### config.mk
export PLATFORM = sky130hd
export DESIGN_NAME = isp_div
export DESIGN_NICKNAME = d
export VERILOG_FILES = /design/src/sv/isp_pkg.sv /design/src/sv/isp_div.sv
export SDC_FILE = /design/constraint.sdc
export NUM_CORES = 2
export LEC_CHECK = 0
export ABC_AREA = 1
export BUFFER_PORTS_ARGS = -buffer_cell sky130_fd_sc_hd__buf_2
export CORE_MARGIN = 4
export CORE_UTILIZATION = 63
export CTS_CLUSTER_DIAMETER = 150
export DETAILED_ROUTE_END_ITERATION = 6
export PLACE_DENSITY = 0.8
export SLEW_MARGIN = 20
export SYNTH_ARGS = -nofsm -noshare
export SYNTH_HDL_FRONTEND = slang
export SYNTH_SLANG_ARGS = --single-unit
### constraint.sdc
create_clock -name clk_i -period 5.2 [get_ports clk_i]
set_input_delay 0.78 -clock clk_i [delete_from_list [all_inputs] [get_ports clk_i]]
set_output_delay 0.78 -clock clk_i [all_outputs]
set_load 0.02 [all_outputs]
### src/sv/isp_pkg.sv
// ----------------------------------------------------------------------------
// isp_pkg
// Shared constants, types and helpers of the inverse Park / SVPWM core.
// ----------------------------------------------------------------------------
package isp_pkg;

  // fixed point widths
  localparam int TW = 17;  // active vector time, unsigned
  localparam int SW = 18;  // sum of the two active times
  localparam int QW = 15;  // scaled time, 0..16384
  localparam int PhW = 15; // phase on-time, 0..16384

  localparam logic [QW-1:0] PeriodQ14 = 15'd16384;
  localparam logic [QW-1:0] HalfPeriodQ14 = 15'd8192;
  localparam logic signed [15:0] Sqrt3HalfQ14 = 16'sd14189;

  localparam int DefaultSineEntries = 1024;
  localparam logic [15:0] CompareTopReset = 16'd499;
  localparam logic [15:0] CompareGainReset = 16'd500;

  // register indexes
  localparam logic CfgCompareTop = 1'b0;
  localparam logic CfgCompareGain = 1'b1;

  // sector numbers
  localparam logic [2:0] SecNull = 3'd0;
  localparam logic [2:0] Sec1 = 3'd1;
  localparam logic [2:0] Sec2 = 3'd2;
  localparam logic [2:0] Sec3 = 3'd3;
  localparam logic [2:0] Sec4 = 3'd4;
  localparam logic [2:0] Sec5 = 3'd5;
  localparam logic [2:0] Sec6 = 3'd6;

  // projection sign codes
  localparam logic [2:0] CodeSec1 = 3'b101;
  localparam logic [2:0] CodeSec2 = 3'b100;
  localparam logic [2:0] CodeSec3 = 3'b110;
  localparam logic [2:0] CodeSec4 = 3'b010;
  localparam logic [2:0] CodeSec5 = 3'b011;
  localparam logic [2:0] CodeSec6 = 3'b001;

  // sideband carried alongside the divider
  typedef struct packed {
    logic [2:0]    sector;
    logic          over;
    logic [TW-1:0] t1;
    logic [TW-1:0] t2;
  } isp_side_t;

  // sin(pi/2 * x), x and result in Q30, 9th order polynomial
  function automatic longint unsigned quarter_sine(longint unsigned x);
    longint unsigned x2;
    longint unsigned p;
    x2 = (x * x) >> 30;
    p = 64'd172272;
    p = 64'd5026995 - ((x2 * p) >> 30);
    p = 64'd85569306 - ((x2 * p) >> 30);
    p = 64'd693598671 - ((x2 * p) >> 30);
    p = 64'd1686629713 - ((x2 * p) >> 30);
    return (x * p) >> 30;
  endfunction

endpackage

### src/sv/isp_div.sv
// ----------------------------------------------------------------------------
// isp_div
// Pipelined restoring divider: t1 * 16384 / sum and t2 * 16384 / sum, one
// quotient bit per stage, numerators never above the sum.
// ----------------------------------------------------------------------------
module isp_div import isp_pkg::*; (
  input  logic          clk_i,
  input  logic          rst_ni,
  input  logic          en_i,
  input  logic          valid_i,
  input  logic [SW-1:0] sum_i,
  input  isp_side_t     side_i,
  output logic          valid_o,
  output logic [QW-1:0] quo1_o,
  output logic [QW-1:0] quo2_o,
  output isp_side_t     side_o
);

  localparam int Steps = QW;

  logic            vld_a [Steps];
  logic [SW-1:0]   sum_a [Steps];
  logic [SW-1:0]   rem1_a [Steps];
  logic [SW-1:0]   rem2_a [Steps];
  logic [QW-1:0]   quo1_a [Steps];
  logic [QW-1:0]   quo2_a [Steps];
  isp_side_t       side_a [Steps];

  logic            vld_q [Steps];
  logic [SW-1:0]   sum_q [Steps];
  logic [SW-1:0]   rem1_q [Steps];
  logic [SW-1:0]   rem2_q [Steps];
  logic [QW-1:0]   quo1_q [Steps];
  logic [QW-1:0]   quo2_q [Steps];
  isp_side_t       side_q [Steps];

  // stage inputs: first from the ports, later from the previous stage
  always_comb begin
    vld_a[0]  = valid_i;
    sum_a[0]  = sum_i;
    rem1_a[0] = SW'(side_i.t1);
    rem2_a[0] = SW'(side_i.t2);
    quo1_a[0] = '0;
    quo2_a[0] = '0;
    side_a[0] = side_i;
    for (int k = 1; k < Steps; k++) begin
      vld_a[k]  = vld_q[k-1];
      sum_a[k]  = sum_q[k-1];
      rem1_a[k] = rem1_q[k-1];
      rem2_a[k] = rem2_q[k-1];
      quo1_a[k] = quo1_q[k-1];
      quo2_a[k] = quo2_q[k-1];
      side_a[k] = side_q[k-1];
    end
  end

  for (genvar k = 0; k < Steps; k++) begin : g_step
    logic [SW:0] sh1, sh2;
    logic        ge1, ge2;

    // one quotient bit per numerator
    always_comb begin
      sh1 = (k == 0) ? {1'b0, rem1_a[k]} : {rem1_a[k], 1'b0};
      sh2 = (k == 0) ? {1'b0, rem2_a[k]} : {rem2_a[k], 1'b0};
      ge1 = sh1 >= {1'b0, sum_a[k]};
      ge2 = sh2 >= {1'b0, sum_a[k]};
    end

    always_ff @(posedge clk_i or negedge rst_ni) begin
      if (!rst_ni) begin
        vld_q[k] <= 1'b0;
      end else if (en_i) begin
        vld_q[k] <= vld_a[k];
      end
    end

    always_ff @(posedge clk_i) begin
      if (en_i) begin
        sum_q[k]  <= sum_a[k];
        side_q[k] <= side_a[k];
        rem1_q[k] <= ge1 ? SW'(sh1 - {1'b0, sum_a[k]}) : SW'(sh1);
        rem2_q[k] <= ge2 ? SW'(sh2 - {1'b0, sum_a[k]}) : SW'(sh2);
        quo1_q[k] <= quo1_a[k] | (QW'(ge1) << (QW - 1 - k));
        quo2_q[k] <= quo2_a[k] | (QW'(ge2) << (QW - 1 - k));
      end
    end
  end

  assign valid_o = vld_q[Steps-1];
  assign quo1_o  = quo1_q[Steps-1];
  assign quo2_o  = quo2_q[Steps-1];
  assign side_o  = side_q[Steps-1];

endmodule

==> flow_summary.json <==
{
  "outcome": "finished clean",
  "worst_slew_pin_slew_ps": 1180,
  "layout_common_cells": "nand2_1, edfxtp_1, inv_1, nand3_1, nor2_1",
  "final_common_cell": "nand2_1",
  "clock_skew_ps": 38.7,
  "clockRootBuffer": "clkbuf_16",
  "htree_levels": 4,
  "crit_path_start_kind": "flip-flop",
  "p_seq_share_pct": 36.5,
  "cts_made_buffers": 159,
  "detail-route-antenna-nets": 0,
  "core_sq_mm": 0.138,
  "clk_pin_slew_worst_paths_ps": 60,
  "critPathTopFamily": "simple AND/OR/NAND/NOR gates",
  "worstPathMaxFanout": 26,
  "fin_nets": 10229,
  "routed_wl_um": 238000,
  "holdBufCountCts": 1,
  "power_frac_clock_pct": 21.9,
  "cts.sink_count": 1581,
  "cts_tree": "built",
  "gp_congestion": 0.990,
  "synthesis.area_sq_mm": 0.0873,
  "ys_warn_count": 0,
  "hold_class": "in -> reg",
  "via_per_inst": 5.76,
  "synth_cell_type_count": 46,
  "first_pass_iters": 6,
  "antenna_found_initial": 9,
  "critPathMaxStageDelay_ps": 640,
  "hold_viol_final": 0,
  "synth_enable_flop_cells": 1566,
  "finalSetupTns_ps": 0,
  "grt_max_degree": 121,
  "ios": 129,
  "post_cts.repair.setup_buffers": 0,
  "start_util_pct": 63.5,
  "irDropWorstVdd_v": 0.000349,
  "post-route-util_pct": 69.3,
  "period_share_pct": 58.9,
  "cp_slowest_cell": "nand4_2",
  "path_cells": "inv_1, ha_1, ha_1, nand3_1, nor3_1, nand3_1, nand4_2, o21ai_1",
  "cp.required_ps": 5770,
  "grt_pass1_vias": 62329,
  "syn_inst": 9365,
  "synth-seq-cells": 1581,
  "num_vias": 66411,
  "cp-end-kind": "flip-flop",
  "comb_power_share_pct": 41.6,
  "finalSetupViolations": 0,
  "synth_area_leaders": "edfxtp_1, nand2_1, ha_1",
  "min_period_ps": 3060,
  "syn_area_per_cell_sq_um": 9.33,
  "path_buf_inv": 1,
  "clockBufferDepth": 3,
  "portBuffers": 128,
  "p_sw_share_pct": 41.2,
  "p_switching_uw": 22300,
  "crit_type": "reg -> reg",
  "syn_to_final_growth_pct": 9.23,
  "fmax_mhz": 326,
  "clkLatencyLatePin_ps": 820,
  "leakage_uw": 0.0437,
  "maxSlewViolCount": 0,
  "drive_gt1_share_pct": 6.28,
  "yosys.area.top_type": "edfxtp_1",
  "gr-total-overflow": 0,
  "post_cts_resized": 0,
  "yosysTopAreaCellShare_pct": 53.8,
  "async_flop_share_pct": 0.949,
  "rows": 136,
  "power.total_uw": 54100,
  "relSlewSlack_pct": 21.0,
  "dieWidth_um": 380,
  "grt_first_pass_wirelength_um": 362000,
  "drv_cap": 0,
  "die-area_sq_mm": 0.145,
  "dp_hpwl_um": 180000,
  "remaining_drc_errors": 0,
  "power_per_cell_area_mw_per_mm2": 567,
  "hold_slack_ps": 155,
  "ys_seq_area_share_pct": 54.3,
  "synthFlopType": "edfxtp_1",
  "internal-power_uw": 31800,
  "drt_iter0_markers": 7498,
  "arrival_ps": 3630,
  "rsz0062_at_grt": "false",
  "groute.usage.overall_pct": 32.4,
  "avgRoutedWirePerCell_um": 20.7,
  "dieHeight_um": 380,
  "syn_nets": 9989
}
==> cells by family (layout without fill, tap and decap cells) <==
group                      Yosys count  after routing  share of synthesized area [%]
AOI/OAI and AO/OA                  465            465                           3.18
DFF                               1581           1581                           54.3
and+or+nand+nor                   5222           5222                           25.7
muxes                                3              3                         0.0387
adders and majority gates          564            564                           8.32
other                                0              1                              0
buffers and inverters             1280           1648                           6.00
xor gates and xnor gates           250            250                           2.51
==> cell usage after synthesis (6+ instances only) <==
cell / number
nand2_1: 3176
edfxtp_1: 1566
inv_1: 1184
nand3_1: 942
nor2_1: 603
ha_1: 536
a21oi_1: 278
xor2_1: 220
nand3b_1: 194
nor3_1: 110
o21ai_0: 66
nand4_1: 48
buf_6: 46
buf_2: 30
o21bai_1: 30
xnor2_1: 30
fa_1: 28
nor2_2: 27
or2_2: 27
nand4_2: 26
nand2_2: 25
o21ai_1: 24
a21oi_2: 23
a31oi_2: 20
dfrtp_1: 15
and2_1: 13
buf_4: 12
o21ai_2: 12
nand2_4: 10
nand3_2: 9
a21oi_4: 6
==> power by group through the flow <==
stage / Clock, uW / Sequential, uW / Combinational [uW]
2_1_floorplan: 0 / 18700 / 16300
3_3_place_gp: 0 / 19900 / 21400
3_5_place_dp: 0 / 19900 / 21800
4_1_cts: 12000 / 19700 / 22000
5_1_grt: 12600 / 19800 / 25100
6_report: 11800 / 19700 / 22500
==> routing by layer <==
layer,part of all wire [%],global-route usage [%]
met5,0.011,0
met2,45,50.9
met1,43,47.0
met4,3.6,10.4
met3,8.3,4.59
==> state kept, by name, summed over array words and instances, names as in the netlist <==
register and flops:
side_q 570, rem1_q 252, rem2_q 252, sum_q 252, quo1_q 120, quo2_q 120, vld_a 14, valid_o 1
==> path summary, 6_finish.rpt <==
check,start,endpoint,slack [ps],depth (start not counted)
max,sum_q[1][19],rem1_q[1][42],2140,8
min,side_i[35],side_q[0][35],160,1
max reg2reg,sum_q[1][19],rem1_q[1][42],2140,8
min reg2reg,side_q[0][237],side_q[0][275],400,0
max in group asynchronous,rst_ni,vld_a[12],4540,2
min in group asynchronous,rst_ni,vld_a[11],420,2
==> final cells by class <==
type	count	area [sq um]
flip-flops and latches	1581	47400
fillers	10478	42300
multi-input cells	6504	34700
inverters	1188	4460
clock buffers	187	4170
well taps	1794	2240
clock inverters	102	1250
repair buffers	171	1170
diodes	1	2.50
==> stage by stage <==
stage	cell area [sq um]	cells	setup slack, ps
3_3_place_gp	90000	11237	1920
3_5_place_dp	90000	11237	1870
6_report	95400	11528	2140
4_1_cts	95400	11527	2260
2_1_floorplan	87300	9365	2810
5_1_grt	95400	11527	2030
==> worst register-to-register path, cell delays in order, from the launching register on <==
cell and delay [ps]:
edfxtp_1 540, inv_1 220, ha_1 350, ha_1 180
nand3_1 90, nor3_1 90, nand3_1 150, nand4_2 640
o21ai_1 570
Note: power is estimated with default switching activity, not from simulation.
